==> config.mk <==
export PLATFORM = sky130hd
export DESIGN_NAME = roman_numeral_encoder
export DESIGN_NICKNAME = d
export VERILOG_FILES = /design/src/rtl/rne_pkg.sv /design/src/rtl/rne_front.sv /design/src/rtl/rne_fifo.sv /design/src/rtl/rne_back.sv /design/src/rtl/roman_numeral_encoder.sv
export VERILOG_INCLUDE_DIRS = /design/src /design/src/rtl
export SDC_FILE = /design/constraint.sdc
export NUM_CORES = 1
export LEC_CHECK = 0
export BUFFER_PORTS_ARGS = -buffer_cell sky130_fd_sc_hd__buf_2
export CAP_MARGIN = 10
export CORE_ASPECT_RATIO = 0.75
export CORE_MARGIN = 2
export CORE_UTILIZATION = 55
export DETAILED_ROUTE_END_ITERATION = 8
export HOLD_SLACK_MARGIN = 0.02
export PLACE_DENSITY = 0.73
export SLEW_MARGIN = 20
export SYNTH_ARGS = -nofsm -noshare
export SYNTH_HDL_FRONTEND = slang
export SYNTH_SLANG_ARGS = --single-unit
==> constraint.sdc <==
create_clock -name clk -period 12 [get_ports clk]
set_clock_uncertainty 0.15 [all_clocks]
set_input_delay 2.4 -clock clk [delete_from_list [all_inputs] [get_ports clk]]
set_output_delay 2.4 -clock clk [all_outputs]
set_load 0.01 [all_outputs]
==> src/rtl/assert_macros.svh <==
// assertion macros used by the encoder top
`ifndef ASSERT_MACROS_SVH
`define ASSERT_MACROS_SVH

// same-cycle implication, checked while out of reset
`define ASSERT_NOW(label, ante, cons, msg) \
    label: assert property (@(posedge clk) disable iff (!rst_n) (ante) |-> (cons)) \
        else $error(msg);

// next-cycle implication, checked while out of reset
`define ASSERT_NEXT(label, ante, cons, msg) \
    label: assert property (@(posedge clk) disable iff (!rst_n) (ante) |=> (cons)) \
        else $error(msg);

`endif

==> src/rtl/rne_pkg.sv <==
// types, constants and the step table of the roman numeral encoder
package rne_pkg;

    localparam int VALUE_W  = 12;
    localparam int SYM_W    = 8;
    localparam int STEP_W   = 4;
    localparam int STEP_CNT = 13;

    localparam logic [VALUE_W-1:0] VALUE_MAX = VALUE_W'(3999);

    localparam logic [SYM_W-1:0] SYM_NONE = 8'h00;
    localparam logic [SYM_W-1:0] SYM_I    = 8'h49;
    localparam logic [SYM_W-1:0] SYM_V    = 8'h56;
    localparam logic [SYM_W-1:0] SYM_X    = 8'h58;
    localparam logic [SYM_W-1:0] SYM_L    = 8'h4C;
    localparam logic [SYM_W-1:0] SYM_C    = 8'h43;
    localparam logic [SYM_W-1:0] SYM_D    = 8'h44;
    localparam logic [SYM_W-1:0] SYM_M    = 8'h4D;

    // one queued request after classification
    typedef struct packed {
        logic               err;
        logic [VALUE_W-1:0] value;
    } job_t;

    // queue fill status seen by both sides
    typedef struct packed {
        logic empty;
        logic full;
    } fifo_status_t;

    // one greedy step: weight, first letter, optional second letter
    typedef struct packed {
        logic [VALUE_W-1:0] weight;
        logic [SYM_W-1:0]   first;
        logic [SYM_W-1:0]   second;
    } step_t;

    typedef enum logic [1:0] {
        BK_IDLE,
        BK_EMIT,
        BK_SECOND
    } back_state_t;

    // step table, largest weight first
    function automatic step_t step_at(input logic [STEP_W-1:0] idx);
        step_t s;
        s = '0;
        unique case (idx)
            4'd0:    s = '{VALUE_W'(1000), SYM_M, SYM_NONE};
            4'd1:    s = '{VALUE_W'(900),  SYM_C, SYM_M};
            4'd2:    s = '{VALUE_W'(500),  SYM_D, SYM_NONE};
            4'd3:    s = '{VALUE_W'(400),  SYM_C, SYM_D};
            4'd4:    s = '{VALUE_W'(100),  SYM_C, SYM_NONE};
            4'd5:    s = '{VALUE_W'(90),   SYM_X, SYM_C};
            4'd6:    s = '{VALUE_W'(50),   SYM_L, SYM_NONE};
            4'd7:    s = '{VALUE_W'(40),   SYM_X, SYM_L};
            4'd8:    s = '{VALUE_W'(10),   SYM_X, SYM_NONE};
            4'd9:    s = '{VALUE_W'(9),    SYM_I, SYM_X};
            4'd10:   s = '{VALUE_W'(5),    SYM_V, SYM_NONE};
            4'd11:   s = '{VALUE_W'(4),    SYM_I, SYM_V};
            default: s = '{VALUE_W'(1),    SYM_I, SYM_NONE};
        endcase
        return s;
    endfunction

endpackage

==> src/rtl/rne_front.sv <==
// front end: takes requests and flags out-of-range values
module rne_front
    import rne_pkg::*;
(
    input  logic               in_valid,
    output logic               in_stall,
    input  logic [VALUE_W-1:0] value,
    input  fifo_status_t       q_stat,
    output logic               push,
    output job_t               job
);

    // hold off while the queue is full
    assign in_stall = q_stat.full;
    assign push     = in_valid && !q_stat.full;

    // classify: zero or above the largest numeral is an error
    always_comb
    begin
        job.value = value;
        job.err   = (value == '0) || (value > VALUE_MAX);
    end

endmodule

==> src/rtl/rne_fifo.sv <==
// short queue between the front end and the character sequencer
module rne_fifo
    import rne_pkg::*;
#(
    parameter int DEPTH = 2
)
(
    input  logic         clk,
    input  logic         rst_n,
    input  logic         push,
    input  job_t         push_job,
    input  logic         pop,
    output job_t         pop_job,
    output fifo_status_t q_stat
);

    localparam int PTR_W = (DEPTH > 1) ? $clog2(DEPTH) : 1;
    localparam int CNT_W = $clog2(DEPTH + 1);
    localparam logic [PTR_W-1:0] PTR_LAST = PTR_W'(DEPTH - 1);

    job_t             mem_reg [DEPTH];
    logic [PTR_W-1:0] wr_ptr_reg, wr_ptr_next;
    logic [PTR_W-1:0] rd_ptr_reg, rd_ptr_next;
    logic [CNT_W-1:0] cnt_reg, cnt_next;
    logic             do_push, do_pop;

    assign q_stat.empty = (cnt_reg == '0);
    assign q_stat.full  = (cnt_reg == CNT_W'(DEPTH));
    assign do_push      = push && !q_stat.full;
    assign do_pop       = pop && !q_stat.empty;
    assign pop_job      = mem_reg[rd_ptr_reg];

    // pointer and count update with wrap
    always_comb
    begin
        wr_ptr_next = wr_ptr_reg;
        rd_ptr_next = rd_ptr_reg;
        cnt_next    = cnt_reg;
        if (do_push)
        begin
            wr_ptr_next = (wr_ptr_reg == PTR_LAST) ? '0 : wr_ptr_reg + 1'b1;
        end
        if (do_pop)
        begin
            rd_ptr_next = (rd_ptr_reg == PTR_LAST) ? '0 : rd_ptr_reg + 1'b1;
        end
        if (do_push && !do_pop)
        begin
            cnt_next = cnt_reg + 1'b1;
        end
        else if (do_pop && !do_push)
        begin
            cnt_next = cnt_reg - 1'b1;
        end
    end

    always_ff @(posedge clk or negedge rst_n)
    begin
        if (!rst_n)
        begin
            wr_ptr_reg <= '0;
            rd_ptr_reg <= '0;
            cnt_reg    <= '0;
        end
        else
        begin
            wr_ptr_reg <= wr_ptr_next;
            rd_ptr_reg <= rd_ptr_next;
            cnt_reg    <= cnt_next;
        end
    end

    // storage, no reset
    always_ff @(posedge clk)
    begin
        if (do_push)
        begin
            mem_reg[wr_ptr_reg] <= push_job;
        end
    end

endmodule

==> src/rtl/rne_back.sv <==
// back end: greedy character sequencer with output register
module rne_back
    import rne_pkg::*;
(
    input  logic             clk,
    input  logic             rst_n,
    input  fifo_status_t     q_stat,
    input  job_t             job,
    output logic             pop,
    output logic             out_valid,
    input  logic             out_stall,
    output logic [SYM_W-1:0] symbol,
    output logic             last,
    output logic             error
);

    back_state_t        state_reg, state_next;
    logic [VALUE_W-1:0] rem_reg, rem_next;
    logic [SYM_W-1:0]   pend_reg, pend_next;
    logic               out_valid_reg, out_valid_next;
    logic [SYM_W-1:0]   symbol_reg, symbol_next;
    logic               last_reg, last_next;
    logic               error_reg, error_next;

    logic               can_load;
    logic               load;
    logic [STEP_W-1:0]  sel;
    step_t              cur;
    logic [VALUE_W-1:0] rem_sub;

    // output register frees when empty or taken this cycle
    assign can_load = !out_valid_reg || !out_stall;

    // largest step that fits the remainder
    always_comb
    begin
        step_t probe;
        sel = STEP_W'(STEP_CNT - 1);
        for (int i = STEP_CNT - 1; i >= 0; i--)
        begin
            probe = step_at(STEP_W'(i));
            if (rem_reg >= probe.weight)
            begin
                sel = STEP_W'(i);
            end
        end
    end

    assign cur     = step_at(sel);
    assign rem_sub = rem_reg - cur.weight;

    // next state
    always_comb
    begin
        state_next = state_reg;
        rem_next   = rem_reg;
        pend_next  = pend_reg;
        unique case (state_reg)
            BK_IDLE:
            begin
                if (!q_stat.empty && !job.err)
                begin
                    state_next = BK_EMIT;
                    rem_next   = job.value;
                end
            end
            BK_EMIT:
            begin
                if (can_load)
                begin
                    rem_next = rem_sub;
                    if (cur.second != SYM_NONE)
                    begin
                        state_next = BK_SECOND;
                        pend_next  = cur.second;
                    end
                    else if (rem_sub == '0)
                    begin
                        state_next = BK_IDLE;
                    end
                end
            end
            BK_SECOND:
            begin
                if (can_load)
                begin
                    state_next = (rem_reg == '0) ? BK_IDLE : BK_EMIT;
                end
            end
            default: state_next = BK_IDLE;
        endcase
    end

    // outputs: queue pop and the character to load
    always_comb
    begin
        pop         = 1'b0;
        load        = 1'b0;
        symbol_next = symbol_reg;
        last_next   = last_reg;
        error_next  = error_reg;
        unique case (state_reg)
            BK_IDLE:
            begin
                if (!q_stat.empty)
                begin
                    if (job.err)
                    begin
                        pop         = can_load;
                        load        = can_load;
                        symbol_next = SYM_NONE;
                        last_next   = 1'b1;
                        error_next  = 1'b1;
                    end
                    else
                    begin
                        pop = 1'b1;
                    end
                end
            end
            BK_EMIT:
            begin
                load        = can_load;
                symbol_next = cur.first;
                last_next   = (cur.second == SYM_NONE) && (rem_sub == '0);
                error_next  = 1'b0;
            end
            BK_SECOND:
            begin
                load        = can_load;
                symbol_next = pend_reg;
                last_next   = (rem_reg == '0);
                error_next  = 1'b0;
            end
            default:
            begin
                load = 1'b0;
            end
        endcase
    end

    // output valid tracks loads and takes
    always_comb
    begin
        if (load)
        begin
            out_valid_next = 1'b1;
        end
        else if (!out_stall)
        begin
            out_valid_next = 1'b0;
        end
        else
        begin
            out_valid_next = out_valid_reg;
        end
    end

    always_ff @(posedge clk or negedge rst_n)
    begin
        if (!rst_n)
        begin
            state_reg     <= BK_IDLE;
            out_valid_reg <= 1'b0;
        end
        else
        begin
            state_reg     <= state_next;
            out_valid_reg <= out_valid_next;
        end
    end

    // payload registers, no reset
    always_ff @(posedge clk)
    begin
        rem_reg  <= rem_next;
        pend_reg <= pend_next;
        if (load)
        begin
            symbol_reg <= symbol_next;
            last_reg   <= last_next;
            error_reg  <= error_next;
        end
    end

    assign out_valid = out_valid_reg;
    assign symbol    = symbol_reg;
    assign last      = last_reg;
    assign error     = error_reg;

endmodule

==> src/rtl/roman_numeral_encoder.sv <==
// Roman numeral encoder: one value in, its numeral out one character per request.
// The first character is loaded after the value passes the queue and is popped in the idle state.
// An out-of-range value gives its single error request, loaded as it is popped from the queue.
// The sequencer pops a value, then loads its characters one by one as the output register frees;
// values wait in the queue during a numeral.
// Reset (rst_n low, asynchronous) empties the queue, idles the sequencer, drops out_valid.
`include "assert_macros.svh"

module roman_numeral_encoder
    import rne_pkg::*;
#(
    parameter int QUEUE_DEPTH = 2
)
(
    input  logic               clk,
    input  logic               rst_n,
    input  logic               in_valid,
    output logic               in_stall,
    input  logic [VALUE_W-1:0] value,
    output logic               out_valid,
    input  logic               out_stall,
    output logic [SYM_W-1:0]   symbol,
    output logic               last,
    output logic               error
);

    fifo_status_t q_stat;
    logic         push;
    logic         pop;
    job_t         push_job;
    job_t         pop_job;
    logic         is_letter;

    // accept and classify
    rne_front u_front (
        .in_valid (in_valid),
        .in_stall (in_stall),
        .value    (value),
        .q_stat   (q_stat),
        .push     (push),
        .job      (push_job)
    );

    // decoupling queue
    rne_fifo #(
        .DEPTH (QUEUE_DEPTH)
    ) u_fifo (
        .clk      (clk),
        .rst_n    (rst_n),
        .push     (push),
        .push_job (push_job),
        .pop      (pop),
        .pop_job  (pop_job),
        .q_stat   (q_stat)
    );

    // character sequencer
    rne_back u_back (
        .clk       (clk),
        .rst_n     (rst_n),
        .q_stat    (q_stat),
        .job       (pop_job),
        .pop       (pop),
        .out_valid (out_valid),
        .out_stall (out_stall),
        .symbol    (symbol),
        .last      (last),
        .error     (error)
    );

    // symbol is one of the seven numeral letters
    assign is_letter = (symbol == SYM_I) || (symbol == SYM_V) || (symbol == SYM_X) ||
                       (symbol == SYM_L) || (symbol == SYM_C) || (symbol == SYM_D) ||
                       (symbol == SYM_M);

    // checks
    `ASSERT_NOW(a_err_form, out_valid && error, last && (symbol == SYM_NONE), "bad error request")
    `ASSERT_NOW(a_letter, out_valid && !error, is_letter, "bad letter")
    `ASSERT_NOW(a_q_sane, q_stat.full, !q_stat.empty, "queue both full and empty")
    `ASSERT_NEXT(a_push_lands, push, !q_stat.empty, "queue empty after push")

endmodule

==> metrics, run 1 <==
area growth from synthesis to layout 10.5%; layout cells sized above 1 0.154; Clock Sinks 59; I/O pin count 28; Max Fclk around 170 MHz; GR Util All Layers 0.229; Seq cells post-synth roughly 60; post-place setup slack roughly 6.5 ns; # hold bufs at CTS 0; DP HPWL a little over 6 mm; worst slew pin tran between 0.7 and 0.8 ns; max cap viols 0; Root Buffer clkbuf_8; DP Cell Count around 460; crit-path max FO 12; FF/Latch Area 1740 um^2; post-layout util 0.618; CTS tree yes; WS Path Type flop to flop; status complete, no violations; post-route setup TNS 0 ns; Die Area between 7000 and 8000 um^2; final hold violations 0; Final Worst Setup Slack around 6.3 ns; antenna cells 0; Mapped Cells 366; Seq/Total Area, Yosys 0.461; maximum clock path buffer count 2; # fillers ~560; Power Dens Cells 319 nW/um^2; number of I/O port buffers 25; Total Wirelength 8.23 mm; first-pass GRT wire length roughly 13 mm; vias in the first global route about 2,700; WL/cell ~17 um; FP Rows 26; drt initial violations ~190; synthesized area per cell about 10 um^2; Final Slew Violations 0; Die H 75.6 um; Non-Filler Instances between 400 and 500; Primary FF master, synth edfxtp_1; HP Class flop to flop; Rel. slew slack 0.474; vias ~3,000; DRC 0; Final Cell Area ~4200 um^2; vias per cell 6.19; core area roughly 6700 um^2; CP Launch Type flop; Tmin final 5.72 ns; Num CTS Buffers 9; antenna viol nets, final 0; antenna violations before repair 0; Post-DP Area roughly 3900 um^2; Syn Std Cell Area around 3800 um^2; Final setup violation count 0; static leakage roughly 1.6 nW; Setup crit end kind flop; EDFF count, synth 52; Die W between 90 and 100 um; Final GP Congestion ~0.9; clk_lat worst skew roughly 0.34 ns; max reg flops 26; Worst IR Drop VDD 0.148 mV; period utilisation layout 0.477; CTS H-tree lvls 3; Clock transition at path regs ~0.070 ns; setup bufs post-CTS 0; post_cts resized 0; arrival time worst endpoint around 5.9 ns; Layout Nets about 430; asr flop ratio synth 0.119; Yosys cell types between 60 and 70; Multi-input gate area about 1900 um^2; Pre-antenna DRT Iters 8; GR Overflow Total 0; Worst Path Required 12.12 ns; largest net degree at the start of global routing 25; Initial Util 0.559; RSZ-0062 raised after global routing false; yosys warns 0
==> per-stage QoR <==
| step | power, W | hold WS (ns) |
|---|---|---|
| 3_3_place_gp | 0.00111 | 0.332 |
| 6_report | 0.00133 | 0.377 |
| 5_1_grt | 0.00143 | 0.387 |
| 2_1_floorplan | 0.000937 | 0.311 |
| 3_5_place_dp | 0.00111 | 0.350 |
| 4_1_cts | 0.00132 | 0.357 |
==> power by group <==
part | switching (W) | internal [W]
Sequential | 0.0000812 | 0.000335
Combinational | 0.000431 | 0.000282
Clock | 0.0000811 | 0.000117
==> cells in the mapped netlist, drive strengths merged (4+ instances only) <==
master | count | area share
a211oi | 14 | 0.028
nand3 | 13 | 0.017
inv | 17 | 0.018
buf | 8 | 0.013
nor3 | 7 | 0.0093
xnor2 | 5 | 0.012
nor2b | 16 | 0.027
nand4 | 5 | 0.0083
nor4 | 6 | 0.010
clkbuf | 7 | 0.0070
nor2 | 22 | 0.022
a21oi | 22 | 0.030
edfxtp | 52 | 0.41
xor2 | 4 | 0.0093
nand2 | 28 | 0.028
o21a | 6 | 0.012
o21ai | 28 | 0.041
dfrtp | 7 | 0.047
and3 | 7 | 0.012
nand3b | 4 | 0.0080
ha | 19 | 0.063
a211o | 4 | 0.0093
nand2b | 5 | 0.0083
mux2i | 5 | 0.013
==> cell type report <==
class / count / share of cell area
Multi-Input combinational cell: 275 / 0.455
Tap cell: 84 / 0.0253
Clock buffer: 10 / 0.0307
Timing Repair Buffer: 27 / 0.0337
Clock inverter: 6 / 0.0214
Inverter: 18 / 0.0168
Sequential cell: 59 / 0.417
==> logic make-up after synthesis <==
kind of cell             Yosys count  share of synthesized area
AND/OR/NAND/NOR                  128                      0.181
AO/OA/AOI/OAI                    110                      0.212
flip-flops                        59                      0.461
buffers and inverters             33                     0.0389
adder cells (fa/ha/maj)           20                     0.0685
XOR/XNOR                           9                     0.0209
multiplexers                       6                     0.0163
other                              1                   0.000996
==> critical path, stage by stage (launching register included) <==
cell and delay (ns):
edfxtp_1 0.49, nor3_1 0.69, and4b_1 0.60, a221oi_1 0.15, o21a_1 0.26, inv_1 0.12
ha_1 0.26, and3_1 0.17, a31oi_1 0.20, inv_1 0.09, fa_1 0.45, nand2b_1 0.18
a21o_1 0.21, a211oi_1 0.28, o2111ai_1 0.17, or4b_1 0.60, or4_1 0.52, nand3_1 0.08
==> final timing paths <==
path / depth (start not counted) / start / slack [ns] / endpoint
max: 17 / u_back.rem_reg[10] / 6.28 / u_back.state_reg[0]
max reg2reg: 17 / u_back.rem_reg[10] / 6.28 / u_back.state_reg[0]
max in group asynchronous: 1 / rst_n / 9.80 / u_fifo.wr_ptr_reg
min: 1 / u_fifo.cnt_reg[1] / 0.38 / u_fifo.cnt_reg[1]
min reg2reg: 1 / u_fifo.cnt_reg[1] / 0.38 / u_fifo.cnt_reg[1]
min in group asynchronous: 1 / rst_n / 1.74 / u_fifo.cnt_reg[0]
==> layer usage <==
metal	vias to the layer above	global-route usage	wire length, um
met2	113	0.339	3490
met3	15	0.0642	584
met4	0	0.0852	141
met1	1385	0.326	4020
met5	-	0	0
li1	1450	-	-
==> cell usage in the layout (no fill, tap or decap), drive strengths merged, types with 3 or more instances in the layout <==
| cell | netlist | layout |
|---|---|---|
| a211o | 4 | 4 |
| a211oi | 14 | 14 |
| a21o | 3 | 3 |
| a21oi | 22 | 22 |
| and3 | 7 | 7 |
| buf | 8 | 27 |
| clkbuf | 7 | 10 |
| dfrtp | 7 | 7 |
| edfxtp | 52 | 52 |
| ha | 19 | 19 |
| inv | 17 | 18 |
| mux2i | 5 | 5 |
| nand2 | 28 | 28 |
| nand2b | 5 | 5 |
| nand3 | 13 | 13 |
| nand3b | 4 | 4 |
| nand4 | 5 | 5 |
| nor2 | 22 | 22 |
| nor2b | 16 | 16 |
| nor3 | 7 | 7 |
| nor4 | 6 | 6 |
| o2111ai | 3 | 3 |
| o211ai | 3 | 3 |
| o21a | 6 | 6 |
| o21ai | 28 | 28 |
| o31ai | 3 | 3 |
| or3 | 3 | 3 |
| xnor2 | 5 | 5 |
| xor2 | 4 | 4 |
(Power assumes the default switching activity.)
==> run 2, diff against run 1 <==
- clock period: 12 -> 5.49 ns (I/O delays scaled with it)
==> run 2 against run 1 <==
Effect of this change: register-to-register slack worse by 6.0 ns; via count increased by 3.2%; final cell count is 2.9% higher; die area did not move; non-clock buffer count up 14; fmax grew 9.2%; total power is 130% higher; clock-buffer cell count shrank 1; critical path depth is 1 lower; global-route usage is 1.1 points higher; setup slack worse by 6.0 ns; largest cell class unchanged; largest power group unchanged; highest routed layer unchanged.
==> metrics, run 2 (synthesis gave the netlist of run 1 again) <==
period utilisation layout 0.954 (+0.477); clk_lat worst skew 0.34 ns (about the same); Pre-antenna DRT Iters 5 (-3); CTS tree yes; most common cell after layout, fill and taps aside edfxtp_1; HP Class flop to flop; antenna violations before repair 0 (unchanged); vias per cell 6.20 (+0.31%); Setup crit end kind flop; first-pass GRT wire length 13.7 mm (+4.0%); Total Wirelength 8.77 mm (+6.6%); # hold bufs at CTS 0 (unchanged); status complete, no violations; Critical-path top delay cell or4b_1; Clock transition at path regs 0.07 ns (about the same); CP dominant cell by count or4b_1; DP HPWL 6.51 mm (+6.5%); vias 3,059 (+3.2%); area growth from synthesis to layout 13.7%; number of I/O port buffers 25 (unchanged); Clock Sinks 59 (unchanged); layout cells sized above 1 0.193 (+0.0387); # fillers 557 (-0.71%); WS Path Type flop to flop; max cap viols 0 (unchanged); GR Util All Layers 0.240 (+0.0106); drt initial violations 235 (+27%); vias in the first global route 2,662 (+0.34%); Num CTS Buffers 9 (unchanged); Final Slew Violations 0 (unchanged); largest net degree at the start of global routing 33 (+32%); Initial Util 0.559 (unchanged); antenna viol nets, final 0 (unchanged); post-layout util 0.635 (+0.0175); Final setup violation count 0 (unchanged); static leakage 1.68 nW (+4.3%); I/O pin count 28 (unchanged); Critical Path Max Stage Delay 0.59 ns (-0.10 ns); arrival time worst endpoint 5.37 ns (-0.48 ns); Tmin final 5.24 ns (-0.485 ns); Root Buffer clkbuf_8; Overall Power 0.00300 W (+130%); Power Dens Cells 702 nW/um^2 (+120%); r2r setup slk 0.25 ns (-6.03 ns); Final GP Congestion 0.939 (+4.0%); CP Launch Type flop; DRC 0 (unchanged); FP Rows 26 (unchanged); max reg flops 26 (unchanged); hold slack 0.356 ns (-0.0210 ns); maximum clock path buffer count 2 (unchanged); core area 6730 um^2 (unchanged); Die H 75.6 um (unchanged); Worst IR Drop VDD 0.347 mV (+130%); Layout Nets 440 (+3.3%); worst slew pin tran 1.06 ns (+0.273 ns); CTS H-tree lvls 3 (unchanged); Max Fclk 191 MHz (+9.2%); antenna cells 0 (unchanged); Worst Path Required 5.62 ns (-6.50 ns); crit-path max FO 4 (-8); Die W 99.5 um (unchanged); final hold violations 0 (unchanged); Die Area 7530 um^2 (unchanged); WL/cell 17.8 um (+3.5%); CP cell instances or4b_1 > a211o_1 > a2111oi_4 > o31ai_4 > ha_1 > and3_1 > a31oi_1 > inv_1 > fa_1 > nand2b_1 > a21o_1 > a211oi_2 > o2111ai_1 > or4b_1 > or4_1 > nand3_1; commonest cells after routing, fill and taps aside 52 x edfxtp_1, 28 x nand2_1, 26 x o21ai_0; GR Overflow Total 0 (unchanged); Rel. slew slack 0.293 (-0.180)
[run 2: area by class of cell]
| type | count | area [um^2] | share of cell area |
|---|---|---|---|
| Clock buffer | 9 | 124 | 0.0290 |
| Clock inverter | 7 | 76.3 | 0.0178 |
| Inverter | 18 | 70.1 | 0.0164 |
| Multi-Input combinational cell | 275 | 1910 | 0.447 |
| Sequential cell | 59 | 1740 | 0.406 |
| Tap cell | 84 | 105 | 0.0246 |
| Timing Repair Buffer | 41 | 253 | 0.0591 |
[run 2: timing repair]
| action | in CTS | in global routing |
|---|---|---|
| setup buffers | 0 | 1 |
| setup endpoints to repair | 0 | 3 |
| gates resized for setup | 0 | 4 |
[run 2: final timing paths]
path                              startpoint                   to  cells after the start
max                        u_back.rem_reg[0]  u_back.state_reg[0]                     16
min                        u_fifo.wr_ptr_reg    u_fifo.wr_ptr_reg                      1
max reg2reg                u_back.rem_reg[0]  u_back.state_reg[0]                     16
min reg2reg                u_fifo.wr_ptr_reg    u_fifo.wr_ptr_reg                      1
max in group asynchronous              rst_n  u_back.state_reg[1]                      1
min in group asynchronous              rst_n    u_fifo.cnt_reg[0]                      1
[run 2: where the power goes]
part	switching, W	leakage (nW)	internal (W)
clock network	0.000195	0.0958	0.000212
logic	0.00103	1.01	0.000694
registers	0.000144	0.575	0.000732
total	0.00137	1.68	0.00164
[run 2: metal layers]
| layer | up-vias | track usage | part of all wire | routed length [um] |
|---|---|---|---|---|
| met2 | 137 | 0.359 | 0.44 | 3870 |
| li1 | 1468 | - | - | - |
| met5 | - | 0 | 0 | 0 |
| met3 | 5 | 0.0495 | 0.085 | 747 |
| met1 | 1449 | 0.360 | 0.47 | 4090 |
| met4 | 0 | 0.0639 | 0.0072 | 63 |
[run 2: critical path, delay by kind of cell, from the launching register on]
family | cells | cell delay (ns)
fa+ha+maj | 2 | 0.81
buf+inv | 1 | 0.11
simple gates | 6 | 2.08
flops | 1 | 0.44
compound gates | 7 | 1.60
[run 2: metrics by stage]
step	setup slack, ns	setup TNS [ns]	instance area (um^2)	cells
after CTS	0.0920	0	4230	491
final	0.250	0	4280	493
after global routing	-0.0149	-0.0149	4280	493
after floorplan	0.449	0	3770	367
after detailed placement	0.107	0	4030	475
after global placement	0.304	0	4030	475
